$ cat config.mk
export PLATFORM = sky130hd
export DESIGN_NAME = http_tls_flow_classifier
export DESIGN_NICKNAME = d
export VERILOG_FILES = /design/src/rtl/core/hfc_pkg.sv /design/src/rtl/core/hfc_ram.sv /design/src/rtl/core/hfc_ctrl.sv /design/src/rtl/core/hfc_dp.sv /design/src/rtl/core/http_tls_flow_classifier.sv
export SDC_FILE = /design/constraint.sdc
export NUM_CORES = 2
export LEC_CHECK = 0
export BUFFER_PORTS_ARGS = -buffer_cell sky130_fd_sc_hd__buf_4
export CORE_UTILIZATION = 24
export DETAILED_ROUTE_END_ITERATION = 7
export HOLD_SLACK_MARGIN = 0.15
export MAX_ROUTING_LAYER = met4
export PLACE_DENSITY = 0.46
export SKIP_CTS_REPAIR_TIMING = 1
export SLEW_MARGIN = 15
export SYNTH_ARGS = -nofsm -noshare
export SYNTH_HDL_FRONTEND = slang
export SYNTH_SLANG_ARGS = --single-unit
export TNS_END_PERCENT = 5
$ cat constraint.sdc
create_clock -name clock -period 25 [get_ports clock]
set_clock_uncertainty 0.15 [all_clocks]
set_input_delay 5 -clock clock [delete_from_list [all_inputs] [get_ports clock]]
set_output_delay 5 -clock clock [all_outputs]
set_load 0.1 [all_outputs]
$ cat src/rtl/core/hfc_pkg.sv
// ----------------------------------------------------------------------------
// hfc_pkg
// Shared types, constants and the method lookup for the HTTP/TLS flow
// classifier.
// ----------------------------------------------------------------------------
package hfc_pkg;

   // default path capacity in bytes
   localparam int PATH_BYTES_DEF = 128;

   // character and header codes
   localparam logic [7:0]  CHAR_SPACE    = 8'h20;
   localparam logic [7:0]  CHAR_SLASH    = 8'h2F;
   localparam logic [7:0]  CHAR_NUL      = 8'h00;
   localparam logic [31:0] HTTP_WORD     = 32'h4854_5450;
   localparam logic [7:0]  TLS_APPDATA   = 8'h17;
   localparam logic [7:0]  TLS_MAJOR     = 8'h03;
   localparam logic [7:0]  TLS_MINOR_MAX = 8'h03;

   // verdict codes
   localparam logic [1:0] VERDICT_NONE = 2'd0;
   localparam logic [1:0] VERDICT_HTTP = 2'd1;
   localparam logic [1:0] VERDICT_TLS  = 2'd2;

   // method codes
   localparam logic [3:0] METHOD_GET     = 4'd0;
   localparam logic [3:0] METHOD_POST    = 4'd1;
   localparam logic [3:0] METHOD_PUT     = 4'd2;
   localparam logic [3:0] METHOD_DELETE  = 4'd3;
   localparam logic [3:0] METHOD_HEAD    = 4'd4;
   localparam logic [3:0] METHOD_OPTIONS = 4'd5;
   localparam logic [3:0] METHOD_TRACE   = 4'd6;
   localparam logic [3:0] METHOD_CONNECT = 4'd7;
   localparam logic [3:0] METHOD_PATCH   = 4'd8;
   localparam logic [3:0] METHOD_NONE    = 4'd9;
   localparam int         METHOD_COUNT   = 9;

   // method names, first character in the low byte, zero padded
   localparam logic [63:0] METHOD_NAME [METHOD_COUNT] = '{
      64'h0000_0000_0054_4547,   // GET
      64'h0000_0000_5453_4F50,   // POST
      64'h0000_0000_0054_5550,   // PUT
      64'h0000_4554_454C_4544,   // DELETE
      64'h0000_0000_4441_4548,   // HEAD
      64'h0053_4E4F_4954_504F,   // OPTIONS
      64'h0000_0045_4341_5254,   // TRACE
      64'h0054_4345_4E4E_4F43,   // CONNECT
      64'h0000_0048_4354_4150    // PATCH
   };
   localparam logic [3:0] METHOD_LEN [METHOD_COUNT] = '{
      4'd3, 4'd4, 4'd3, 4'd6, 4'd4, 4'd7, 4'd5, 4'd7, 4'd5
   };

   // input item
   typedef struct packed {
      logic [7:0]  payload_byte;
      logic        first_byte;
      logic        last_byte;
      logic        is_tcp;
      logic [31:0] source_ip;
      logic [31:0] dest_ip;
      logic [15:0] dest_port;
   } req_type;

   // result item
   typedef struct packed {
      logic [1:0]  verdict;
      logic [3:0]  method_index;
      logic [31:0] requester_ip;
      logic [31:0] server_ip;
      logic [15:0] server_port;
      logic [63:0] path_chunk;
      logic [3:0]  chunk_bytes;
      logic        last_result;
   } rsp_type;

   // controller to datapath
   typedef struct packed {
      logic consume;    // apply the accepted byte
      logic evaluate;   // settle the verdict
      logic read;       // fetch the current path word
      logic advance;    // step to the next chunk
   } hfc_cmd_type;

   // datapath to controller
   typedef struct packed {
      logic last_chunk;
   } hfc_sts_type;

   // match a token against the method list, ignoring case
   function automatic logic [3:0] method_match(input logic [63:0] text,
                                               input logic [3:0]  len);
      logic [63:0] up;
      logic [3:0]  idx;
      up  = text;
      idx = METHOD_NONE;
      for (int i = 0; i < 8; i++) begin
         if (text[8*i +: 8] >= 8'h61 && text[8*i +: 8] <= 8'h7A) begin
            up[8*i +: 8] = text[8*i +: 8] - 8'h20;
         end
      end
      for (int m = METHOD_COUNT - 1; m >= 0; m--) begin
         if (len == METHOD_LEN[m] && up == METHOD_NAME[m]) begin
            idx = 4'(m);
         end
      end
      return idx;
   endfunction

endpackage

$ cat src/rtl/core/hfc_ram.sv
// ----------------------------------------------------------------------------
// hfc_ram
// Generic single-write, single-read memory with registered read data.
// ----------------------------------------------------------------------------
module hfc_ram #(
   parameter int WIDTH = 64,
   parameter int DEPTH = 16,
   parameter int AW    = (DEPTH > 1) ? $clog2(DEPTH) : 1
) (
   input  logic             clock,
   input  logic             wr_en,
   input  logic [AW-1:0]    wr_addr,
   input  logic [WIDTH-1:0] wr_data,
   input  logic             rd_en,
   input  logic [AW-1:0]    rd_addr,
   output logic [WIDTH-1:0] rd_data
);

   logic [WIDTH-1:0] mem_ff [DEPTH];
   logic [WIDTH-1:0] rd_data_ff;

   // write port and registered read port
   always_ff @(posedge clock) begin
      if (wr_en) begin
         mem_ff[wr_addr] <= wr_data;
      end
      if (rd_en) begin
         rd_data_ff <= mem_ff[rd_addr];
      end
   end

   assign rd_data = rd_data_ff;

endmodule

$ cat src/rtl/core/hfc_ctrl.sv
// ----------------------------------------------------------------------------
// hfc_ctrl
// Sequencer: packet framing, verdict evaluation and chunk emission.
// ----------------------------------------------------------------------------
module hfc_ctrl
   import hfc_pkg::*;
(
   input  logic        clock,
   input  logic        reset,
   input  logic        req_valid,
   output logic        req_ready,
   input  logic        req_first,
   input  logic        req_last,
   output logic        rsp_valid,
   input  logic        rsp_ready,
   output hfc_cmd_type cmd,
   input  hfc_sts_type sts
);

   typedef enum logic [4:0] {
      ST_IDLE = 5'b00001,
      ST_OPEN = 5'b00010,
      ST_EVAL = 5'b00100,
      ST_READ = 5'b01000,
      ST_SHOW = 5'b10000
   } state_type;

   state_type state_ff, state_in;
   logic      req_fire;

   assign req_ready = (state_ff == ST_IDLE) || (state_ff == ST_OPEN);
   assign rsp_valid = (state_ff == ST_SHOW);
   assign req_fire  = req_valid && req_ready;

   // commands to the datapath
   always_comb begin
      cmd.consume  = req_fire && (req_first || state_ff == ST_OPEN);
      cmd.evaluate = (state_ff == ST_EVAL);
      cmd.read     = (state_ff == ST_READ);
      cmd.advance  = (state_ff == ST_SHOW) && rsp_ready && !sts.last_chunk;
   end

   // next state
   always_comb begin
      state_in = state_ff;
      unique case (state_ff)
         ST_IDLE: begin
            if (req_fire && req_first) begin
               state_in = req_last ? ST_EVAL : ST_OPEN;
            end
         end
         ST_OPEN: begin
            if (req_fire && req_last) begin
               state_in = ST_EVAL;
            end
         end
         ST_EVAL: begin
            state_in = ST_READ;
         end
         ST_READ: begin
            state_in = ST_SHOW;
         end
         ST_SHOW: begin
            if (rsp_ready) begin
               state_in = sts.last_chunk ? ST_IDLE : ST_READ;
            end
         end
         default: begin
            state_in = ST_IDLE;
         end
      endcase
   end

   always_ff @(posedge clock) begin
      if (reset) begin
         state_ff <= ST_IDLE;
      end else begin
         state_ff <= state_in;
      end
   end

endmodule

$ cat src/rtl/core/hfc_dp.sv
// ----------------------------------------------------------------------------
// hfc_dp
// Datapath: byte tokeniser, HTTP and TLS detection, path buffer and result
// formatting.
// ----------------------------------------------------------------------------
module hfc_dp
   import hfc_pkg::*;
#(
   parameter int PATH_BYTES = PATH_BYTES_DEF
) (
   input  logic        clock,
   input  logic        reset,
   input  req_type     req_data,
   output rsp_type     rsp_data,
   input  hfc_cmd_type cmd,
   output hfc_sts_type sts
);

   localparam int WORDS = (PATH_BYTES + 7) / 8;
   localparam int AW    = (WORDS > 1) ? $clog2(WORDS) : 1;
   localparam int LW    = $clog2(PATH_BYTES + 1);
   localparam logic [2:0] POS_SAT = 3'd4;

   typedef enum logic [4:0] {
      PH_LEAD   = 5'b00001,
      PH_METHOD = 5'b00010,
      PH_GAP    = 5'b00100,
      PH_PATH   = 5'b01000,
      PH_DONE   = 5'b10000
   } phase_type;

   phase_type   phase_ff, phase_in;
   logic        ended_ff, ended_in;
   logic [2:0]  pos_ff, pos_in;
   logic [23:0] recent_ff, recent_in;
   logic        seen_ff, seen_in;
   logic        starts_ff, starts_in;
   logic [63:0] mtext_ff, mtext_in;
   logic [3:0]  mlen_ff, mlen_in;
   logic [LW-1:0] plen_ff, plen_in;
   logic [63:0] acc_ff, acc_in;
   logic [23:0] tls_ff, tls_in;
   logic        tcp_ff, tcp_in;
   logic [31:0] sip_ff, sip_in;
   logic [31:0] dip_ff, dip_in;
   logic [15:0] dport_ff, dport_in;
   logic [1:0]  verdict_ff, verdict_in;
   logic [3:0]  midx_ff, midx_in;
   logic        slash_ff, slash_in;
   logic [LW-1:0] remain_ff, remain_in;
   logic [AW-1:0] chunk_ff, chunk_in;

   logic          ram_we;
   logic [AW-1:0] ram_waddr;
   logic [63:0]   ram_wdata;
   logic [63:0]   ram_rdata;
   logic          full_word;

   // full path words
   hfc_ram #(
      .WIDTH (64),
      .DEPTH (WORDS),
      .AW    (AW)
   ) u_path_ram (
      .clock   (clock),
      .wr_en   (ram_we),
      .wr_addr (ram_waddr),
      .wr_data (ram_wdata),
      .rd_en   (cmd.read),
      .rd_addr (chunk_ff),
      .rd_data (ram_rdata)
   );

   // tokenise the byte stream, then settle the verdict and walk the chunks
   always_comb begin
      logic [31:0] word;
      logic        at_three;
      logic        is_space;
      logic        m_app;
      logic        p_app;
      logic [3:0]  mm;
      logic        tls_ok;

      phase_in   = phase_ff;
      ended_in   = ended_ff;
      pos_in     = pos_ff;
      recent_in  = recent_ff;
      seen_in    = seen_ff;
      starts_in  = starts_ff;
      mtext_in   = mtext_ff;
      mlen_in    = mlen_ff;
      plen_in    = plen_ff;
      acc_in     = acc_ff;
      tls_in     = tls_ff;
      tcp_in     = tcp_ff;
      sip_in     = sip_ff;
      dip_in     = dip_ff;
      dport_in   = dport_ff;
      verdict_in = verdict_ff;
      midx_in    = midx_ff;
      slash_in   = slash_ff;
      remain_in  = remain_ff;
      chunk_in   = chunk_ff;
      ram_we     = 1'b0;
      ram_waddr  = AW'(plen_ff >> 3);
      ram_wdata  = acc_ff;
      word       = '0;
      at_three   = 1'b0;
      is_space   = 1'b0;
      m_app      = 1'b0;
      p_app      = 1'b0;
      mm         = METHOD_NONE;
      tls_ok     = 1'b0;

      if (cmd.consume) begin
         // open a new packet: clear the parse state, latch the addresses
         if (req_data.first_byte) begin
            phase_in  = PH_LEAD;
            ended_in  = 1'b0;
            pos_in    = '0;
            recent_in = '0;
            seen_in   = 1'b0;
            starts_in = 1'b0;
            mtext_in  = '0;
            mlen_in   = '0;
            plen_in   = '0;
            acc_in    = '0;
            tls_in    = '0;
            tcp_in    = req_data.is_tcp;
            sip_in    = req_data.source_ip;
            dip_in    = req_data.dest_ip;
            dport_in  = req_data.dest_port;
         end

         // raw header bytes and saturating position
         if (pos_in < 3'd3) begin
            tls_in[8*pos_in[1:0] +: 8] = req_data.payload_byte;
         end
         at_three = (pos_in == 3'd3);
         if (pos_in != POS_SAT) begin
            pos_in = pos_in + 3'd1;
         end

         if (!ended_in) begin
            if (req_data.payload_byte == CHAR_NUL) begin
               ended_in = 1'b1;
            end else begin
               word = {recent_in, req_data.payload_byte};
               if (word == HTTP_WORD) begin
                  seen_in = 1'b1;
                  if (at_three) begin
                     starts_in = 1'b1;
                  end
               end
               recent_in = word[23:0];
               is_space  = (req_data.payload_byte == CHAR_SPACE);

               unique case (phase_in)
                  PH_LEAD: begin
                     if (!is_space) begin
                        phase_in = PH_METHOD;
                        m_app    = 1'b1;
                     end
                  end
                  PH_METHOD: begin
                     if (is_space) begin
                        phase_in = PH_GAP;
                     end else begin
                        m_app = 1'b1;
                     end
                  end
                  PH_GAP: begin
                     if (!is_space) begin
                        phase_in = PH_PATH;
                        p_app    = 1'b1;
                     end
                  end
                  PH_PATH: begin
                     if (is_space) begin
                        phase_in = PH_DONE;
                     end else begin
                        p_app = 1'b1;
                     end
                  end
                  default: begin
                  end
               endcase

               // append to the method token, drop beyond eight characters
               if (m_app && mlen_in < 4'd8) begin
                  mtext_in[8*mlen_in[2:0] +: 8] = req_data.payload_byte;
                  mlen_in = mlen_in + 4'd1;
               end

               // append to the path, flush each complete word to memory
               if (p_app && plen_in < LW'(PATH_BYTES)) begin
                  acc_in[8*plen_in[2:0] +: 8] = req_data.payload_byte;
                  if (plen_in[2:0] == 3'd7) begin
                     ram_we    = 1'b1;
                     ram_waddr = AW'(plen_in >> 3);
                     ram_wdata = acc_in;
                     acc_in    = '0;
                  end
                  plen_in = plen_in + LW'(1);
               end
            end
         end
      end

      // settle the verdict and the number of path bytes to emit
      if (cmd.evaluate) begin
         mm     = method_match(mtext_ff, mlen_ff);
         tls_ok = (pos_ff >= 3'd3) && (tls_ff[7:0] == TLS_APPDATA) &&
                  (tls_ff[15:8] == TLS_MAJOR) && (tls_ff[23:16] <= TLS_MINOR_MAX);
         verdict_in = VERDICT_NONE;
         midx_in    = METHOD_GET;
         slash_in   = 1'b0;
         remain_in  = '0;
         chunk_in   = '0;
         if (tcp_ff) begin
            if (!starts_ff && seen_ff) begin
               if (mm != METHOD_NONE) begin
                  verdict_in = VERDICT_HTTP;
                  midx_in    = mm;
                  if (plen_ff == '0) begin
                     slash_in  = 1'b1;
                     remain_in = LW'(1);
                  end else begin
                     remain_in = plen_ff;
                  end
               end
            end else if (tls_ok) begin
               verdict_in = VERDICT_TLS;
               slash_in   = 1'b1;
               remain_in  = LW'(1);
            end
         end
      end

      // step past a delivered chunk
      if (cmd.advance) begin
         remain_in = remain_ff - LW'(8);
         chunk_in  = chunk_ff + AW'(1);
      end
   end

   // control state
   always_ff @(posedge clock) begin
      if (reset) begin
         phase_ff   <= PH_LEAD;
         ended_ff   <= 1'b0;
         verdict_ff <= VERDICT_NONE;
         remain_ff  <= '0;
         chunk_ff   <= '0;
      end else begin
         phase_ff   <= phase_in;
         ended_ff   <= ended_in;
         verdict_ff <= verdict_in;
         remain_ff  <= remain_in;
         chunk_ff   <= chunk_in;
      end
   end

   // parse and packet registers
   always_ff @(posedge clock) begin
      pos_ff    <= pos_in;
      recent_ff <= recent_in;
      seen_ff   <= seen_in;
      starts_ff <= starts_in;
      mtext_ff  <= mtext_in;
      mlen_ff   <= mlen_in;
      plen_ff   <= plen_in;
      acc_ff    <= acc_in;
      tls_ff    <= tls_in;
      tcp_ff    <= tcp_in;
      sip_ff    <= sip_in;
      dip_ff    <= dip_in;
      dport_ff  <= dport_in;
      midx_ff   <= midx_in;
      slash_ff  <= slash_in;
   end

   // format the current chunk
   assign full_word      = (remain_ff >= LW'(8));
   assign sts.last_chunk = (remain_ff <= LW'(8));

   always_comb begin
      rsp_data.verdict      = verdict_ff;
      rsp_data.method_index = midx_ff;
      rsp_data.requester_ip = sip_ff;
      rsp_data.server_ip    = dip_ff;
      rsp_data.server_port  = dport_ff;
      rsp_data.last_result  = sts.last_chunk;
      rsp_data.chunk_bytes  = full_word ? 4'd8 : 4'(remain_ff);
      if (slash_ff) begin
         rsp_data.path_chunk = {56'd0, CHAR_SLASH};
      end else if (full_word) begin
         rsp_data.path_chunk = ram_rdata;
      end else if (verdict_ff == VERDICT_HTTP) begin
         rsp_data.path_chunk = acc_ff;
      end else begin
         rsp_data.path_chunk = '0;
      end
   end

endmodule

$ cat src/rtl/core/http_tls_flow_classifier.sv
// Takes one payload byte per cycle while a packet is open.
// After the last byte transfer the input is held off; the verdict is settled,
// then each path chunk is fetched and presented in turn (memory read, then show),
// one path word per chunk from a single read port.
// Reset is synchronous and returns the sequencer to idle; path memory is
// not initialised.
// ----------------------------------------------------------------------------
// http_tls_flow_classifier
// Classifies a TCP payload as an HTTP request or TLS application data and
// reports the request path in 8-byte chunks.
// ----------------------------------------------------------------------------
module http_tls_flow_classifier
   import hfc_pkg::*;
#(
   parameter int PATH_BYTES = PATH_BYTES_DEF
) (
   input  logic    clock,
   input  logic    reset,
   input  logic    req_valid,
   output logic    req_ready,
   input  req_type req_data,
   output logic    rsp_valid,
   input  logic    rsp_ready,
   output rsp_type rsp_data
);

   hfc_cmd_type cmd;
   hfc_sts_type sts;

   // sequencer
   hfc_ctrl u_ctrl (
      .clock     (clock),
      .reset     (reset),
      .req_valid (req_valid),
      .req_ready (req_ready),
      .req_first (req_data.first_byte),
      .req_last  (req_data.last_byte),
      .rsp_valid (rsp_valid),
      .rsp_ready (rsp_ready),
      .cmd       (cmd),
      .sts       (sts)
   );

   // parse and result datapath
   hfc_dp #(
      .PATH_BYTES (PATH_BYTES)
   ) u_dp (
      .clock    (clock),
      .reset    (reset),
      .req_data (req_data),
      .rsp_data (rsp_data),
      .cmd      (cmd),
      .sts      (sts)
   );

   // input and output never open together
   a_exclusive: assert property (@(posedge clock) disable iff (reset)
      !(rsp_valid && req_ready))
      else $error("input accepted while a result is pending");

   // a chunk never claims more than eight bytes
   a_chunk_size: assert property (@(posedge clock) disable iff (reset)
      rsp_valid |-> rsp_data.chunk_bytes <= 4'd8)
      else $error("chunk byte count out of range");

   // an unclassified packet gives one empty result
   a_none_single: assert property (@(posedge clock) disable iff (reset)
      (rsp_valid && rsp_data.verdict == VERDICT_NONE) |->
         (rsp_data.chunk_bytes == 4'd0 && rsp_data.last_result &&
          rsp_data.path_chunk == 64'd0))
      else $error("unclassified result carries path data");

   // the final transfer reopens the input
   a_reopen: assert property (@(posedge clock) disable iff (reset)
      (rsp_valid && rsp_ready && rsp_data.last_result) |=> req_ready)
      else $error("input not reopened after final result");

endmodule

==> results.py <==
metrics = {
    "global_route": {
        "grt_util_all_layers_pct": 14.1,
        "antenna_found_initial": 5,
        "overflow": 0,
        "grt_pass1_vias": 30700,
        "grt_max_degree": 111,
        "grt_pass1_wl_microns": 233000,
    },
    "cells_and_area": {
        "fillers": 22900,
        "final_area_sq_um": 66800,
        "area_growth_pct": 19.2,
        "fin_nets": 3427,
        "layout-drive-gt1-share_pct": 26.8,
    },
    "place": {
        "dp_hpwl_microns": 92800,
        "io_buffers": 251,
        "place.gp.congestion": 0.772,
        "dpl_cell_area_sq_um": 61800,
    },
    "logic_synthesis": {
        "synth_compound_area_share_pct": 4.92,
        "yosysMostFrequentCell": "edfxtp_1",
        "netlist_instances": 3006,
        "yosysWarnings": 0,
        "synth_top_family_by_area": "multiplexers",
        "async_flop_share_pct": 0,
        "post_synth_fa_ha_maj_area_fraction_pct": 0.491,
        "synth_area_sq_um": 56000,
        "yosys-top-cells-area": "edfxtp_1 (73%), mux4_2 (13%), a22o_1 (1.8%)",
        "synth_xor_area_share_pct": 0.203,
        "ys_seq_elements": 1390,
        "synth_area_per_cell_sq_um": 18.6,
        "synth_top_area_cell": "edfxtp_1",
        "yosys.cell_types.count": 68,
        "synth_commonest_cells": "edfxtp_1 (1365), mux4_2 (320), nand2_1 (202)",
        "synthMuxAreaShare_pct": 13.2,
        "yosys.area_share.simple_pct": 5.66,
        "yosysTopAreaCellShare_pct": 73.1,
        "synth_edf_count": 1365,
        "syn_nets": 3123,
        "seq_area_frac_synth_pct": 74.0,
        "ys.flop_type": "edfxtp_1",
    },
    "clocking": {
        "clk-insertion-delay-late_ps": 800,
        "tritoncts": "built",
        "htree_levels": 4,
        "cts_made_buffers": 155,
        "clock_sinks": 1390,
        "cts_buffer_depth": 3,
        "cts.clk_slew.worst_paths_ps": 60,
        "clockRootBuffer": "clkbuf_16",
    },
    "detailed_routing": {
        "totalWireLength_microns": 163000,
        "drtAntennaViolNets": 0,
        "vias": 30400,
        "drc": 0,
        "drt_first_pass_iters": 5,
        "drtIter0Drc": 2656,
        "wl_per_cell_microns": 25.2,
        "via_per_inst": 4.68,
    },
    "flow_run": {
        "maxCapViolCount": 0,
    },
    "setup_path": {
        "critPathMaxStageDelay_ps": 830,
        "crit_family": "simple AND/OR/NAND/NOR gates",
        "critPathSlowestCell": "buf_4",
        "cpMostUsedCell": "buf_4",
        "crit_type": "in -> reg",
        "cp-start-kind": "primary input",
        "path_cells": "buf_4, inv_2, buf_4, nand2_1, inv_1, ha_1, ha_1, nand3_1, or3_1, nor2_4, buf_4",
        "cp.required_ps": 25270,
        "cp.buffers_inverters": 5,
        "endpoint_kind": "flop",
        "crit_path_max_fanout": 54,
        "cp.arrival_ps": 9680,
    },
    "min_path": {
        "hold_path.class": "reg -> reg",
    },
    "floorplanning": {
        "initial_core_util_pct": 24.1,
        "pin_count": 252,
        "dieArea_sq_um": 235000,
        "die_w_microns": 485,
        "core_area_sq_um": 232000,
        "core.rowCount": 177,
        "die_h_microns": 485,
    },
    "power": {
        "p_per_area_nw_per_um2": 84.4,
        "p_leak_nw": 20.7,
        "max-vdd-ir-drop_v": 0.0000584,
        "total_power_mw": 5.64,
    },
    "sta": {
        "fmax_mhz": 106,
        "max_slew.worst_pin.slew_ps": 1210,
        "whs_ps": 337,
        "slew_headroom_pct": 19.1,
        "hold_viol": 0,
        "final-setup-viol-count": 0,
        "timing.final.max_slew_violations": 0,
        "rsz0062_at_grt": "false",
        "min_period_over_period_pct": 37.7,
        "layout_min_cycle_time_ps": 9420,
        "tns_ps": 0,
    },
    "run_status": {
        "outcome": "finished clean",
    },
}
registers in the layout, summed over array words and instances, names as in the netlist, 2 cells and up:
signal	cells
u_dp.mlen_ff	4
u_dp.midx_ff	4
u_dp.acc_ff	64
u_dp.tls_ff	22
u_dp.pos_ff	3
u_dp.mtext_ff	64
u_dp.remain_ff	8
u_dp.verdict_ff	2
u_dp.dport_ff	16
u_dp.dip_ff	32
u_dp.phase_ff	5
u_dp.chunk_ff	4
u_dp.sip_ff	32
u_ctrl.state_ff	5
u_dp.u_path_ram.mem_ff	1024
u_dp.recent_ff	24
u_dp.u_path_ram.rd_data	64
u_dp.plen_ff	8
power by group:
group	switching [mW]	internal, mW
combinational	0.454	0.124
sequential	0.0713	2.73
clock	0.963	1.29
placed cells by master, fill, tap and decap left out, drive strengths merged, types with 7 or more instances in the layout:
master | synthesis | routed
a211o | 7 | 7
a21oi | 120 | 120
a22o | 114 | 114
a32o | 33 | 33
and2 | 11 | 11
and3 | 15 | 15
buf | 38 | 324
bufinv | 0 | 13
clkbuf | 139 | 192
clkinv | 0 | 71
dfxtp | 25 | 25
edfxtp | 1365 | 1365
ha | 22 | 22
inv | 40 | 49
mux2 | 17 | 17
mux4 | 320 | 320
nand2 | 202 | 202
nand2b | 22 | 22
nand3 | 121 | 121
nand3b | 8 | 8
nand4 | 18 | 18
nand4b | 9 | 9
nor2 | 98 | 98
nor2b | 17 | 17
nor3 | 34 | 34
nor4 | 24 | 24
nor4b | 11 | 11
o21ai | 81 | 81
or4 | 9 | 9
xnor2 | 7 | 7
worst register-to-register path, cell delays in order (launching register included):
cell,delay (ps)
edfxtp_1,420
nand2_1,230
inv_1,250
ha_1,230
ha_1,380
nand3_1,500
or3_1,660
nor2_4,590
buf_4,840
layer usage:
layer	vias up	GRT usage [%]	part of all wire, %
met5	-	-	0
li1	13000	-	-
met3	212	2.56	5.5
met2	892	22.5	48
met4	0	3.35	1.9
met1	16300	18.4	44
kinds of logic after synthesis:
group / after synthesis
AO/OA/AOI/OAI: 398
XOR/XNOR: 13
multiplexers: 337
flip-flops: 1390
AND/OR/NAND/NOR: 629
buffers and inverters: 217
adder cells (fa/ha/maj): 22
final timing paths:
kind                                  start                                       to  slack [ps]  cells after the start
min          u_dp.remain_ff[2]$_SDFFE_PP0P_           u_dp.remain_ff[2]$_SDFFE_PP0P_         340                      2
max                            req_data[82]  u_dp.u_path_ram.mem_ff[3][54]$_DFFE_PP_       15580                     11
min reg2reg  u_dp.remain_ff[2]$_SDFFE_PP0P_           u_dp.remain_ff[2]$_SDFFE_PP0P_         340                      2
max reg2reg       u_dp.plen_ff[0]$_DFFE_PP_  u_dp.u_path_ram.mem_ff[3][54]$_DFFE_PP_       20290                      8
area by class of cell:
class | count | area, sq um | area share, %
Inverter | 40 | 153 | 0.228
Timing Repair Buffer | 324 | 2440 | 3.66
Multi-Input combinational cell | 1399 | 13900 | 20.8
Clock buffer | 192 | 4040 | 6.05
Antenna cell | 1 | 2.50 | 0.00375
Tap cell | 3043 | 3810 | 5.70
Clock inverter | 95 | 977 | 1.46
Sequential cell | 1390 | 41500 | 62.1
metrics by stage:
step | util [%] | worst slack, ps | cells
finish | 28.8 | 15580 | 6484
global route | 28.8 | 15240 | 6484
CTS | 28.8 | 15470 | 6483
detailed placement | 26.6 | 14790 | 6196
global placement | 26.6 | 14890 | 6196
floorplan | - | 7800 | 3006
No activity file was read; power rests on OpenSTA's default activity.
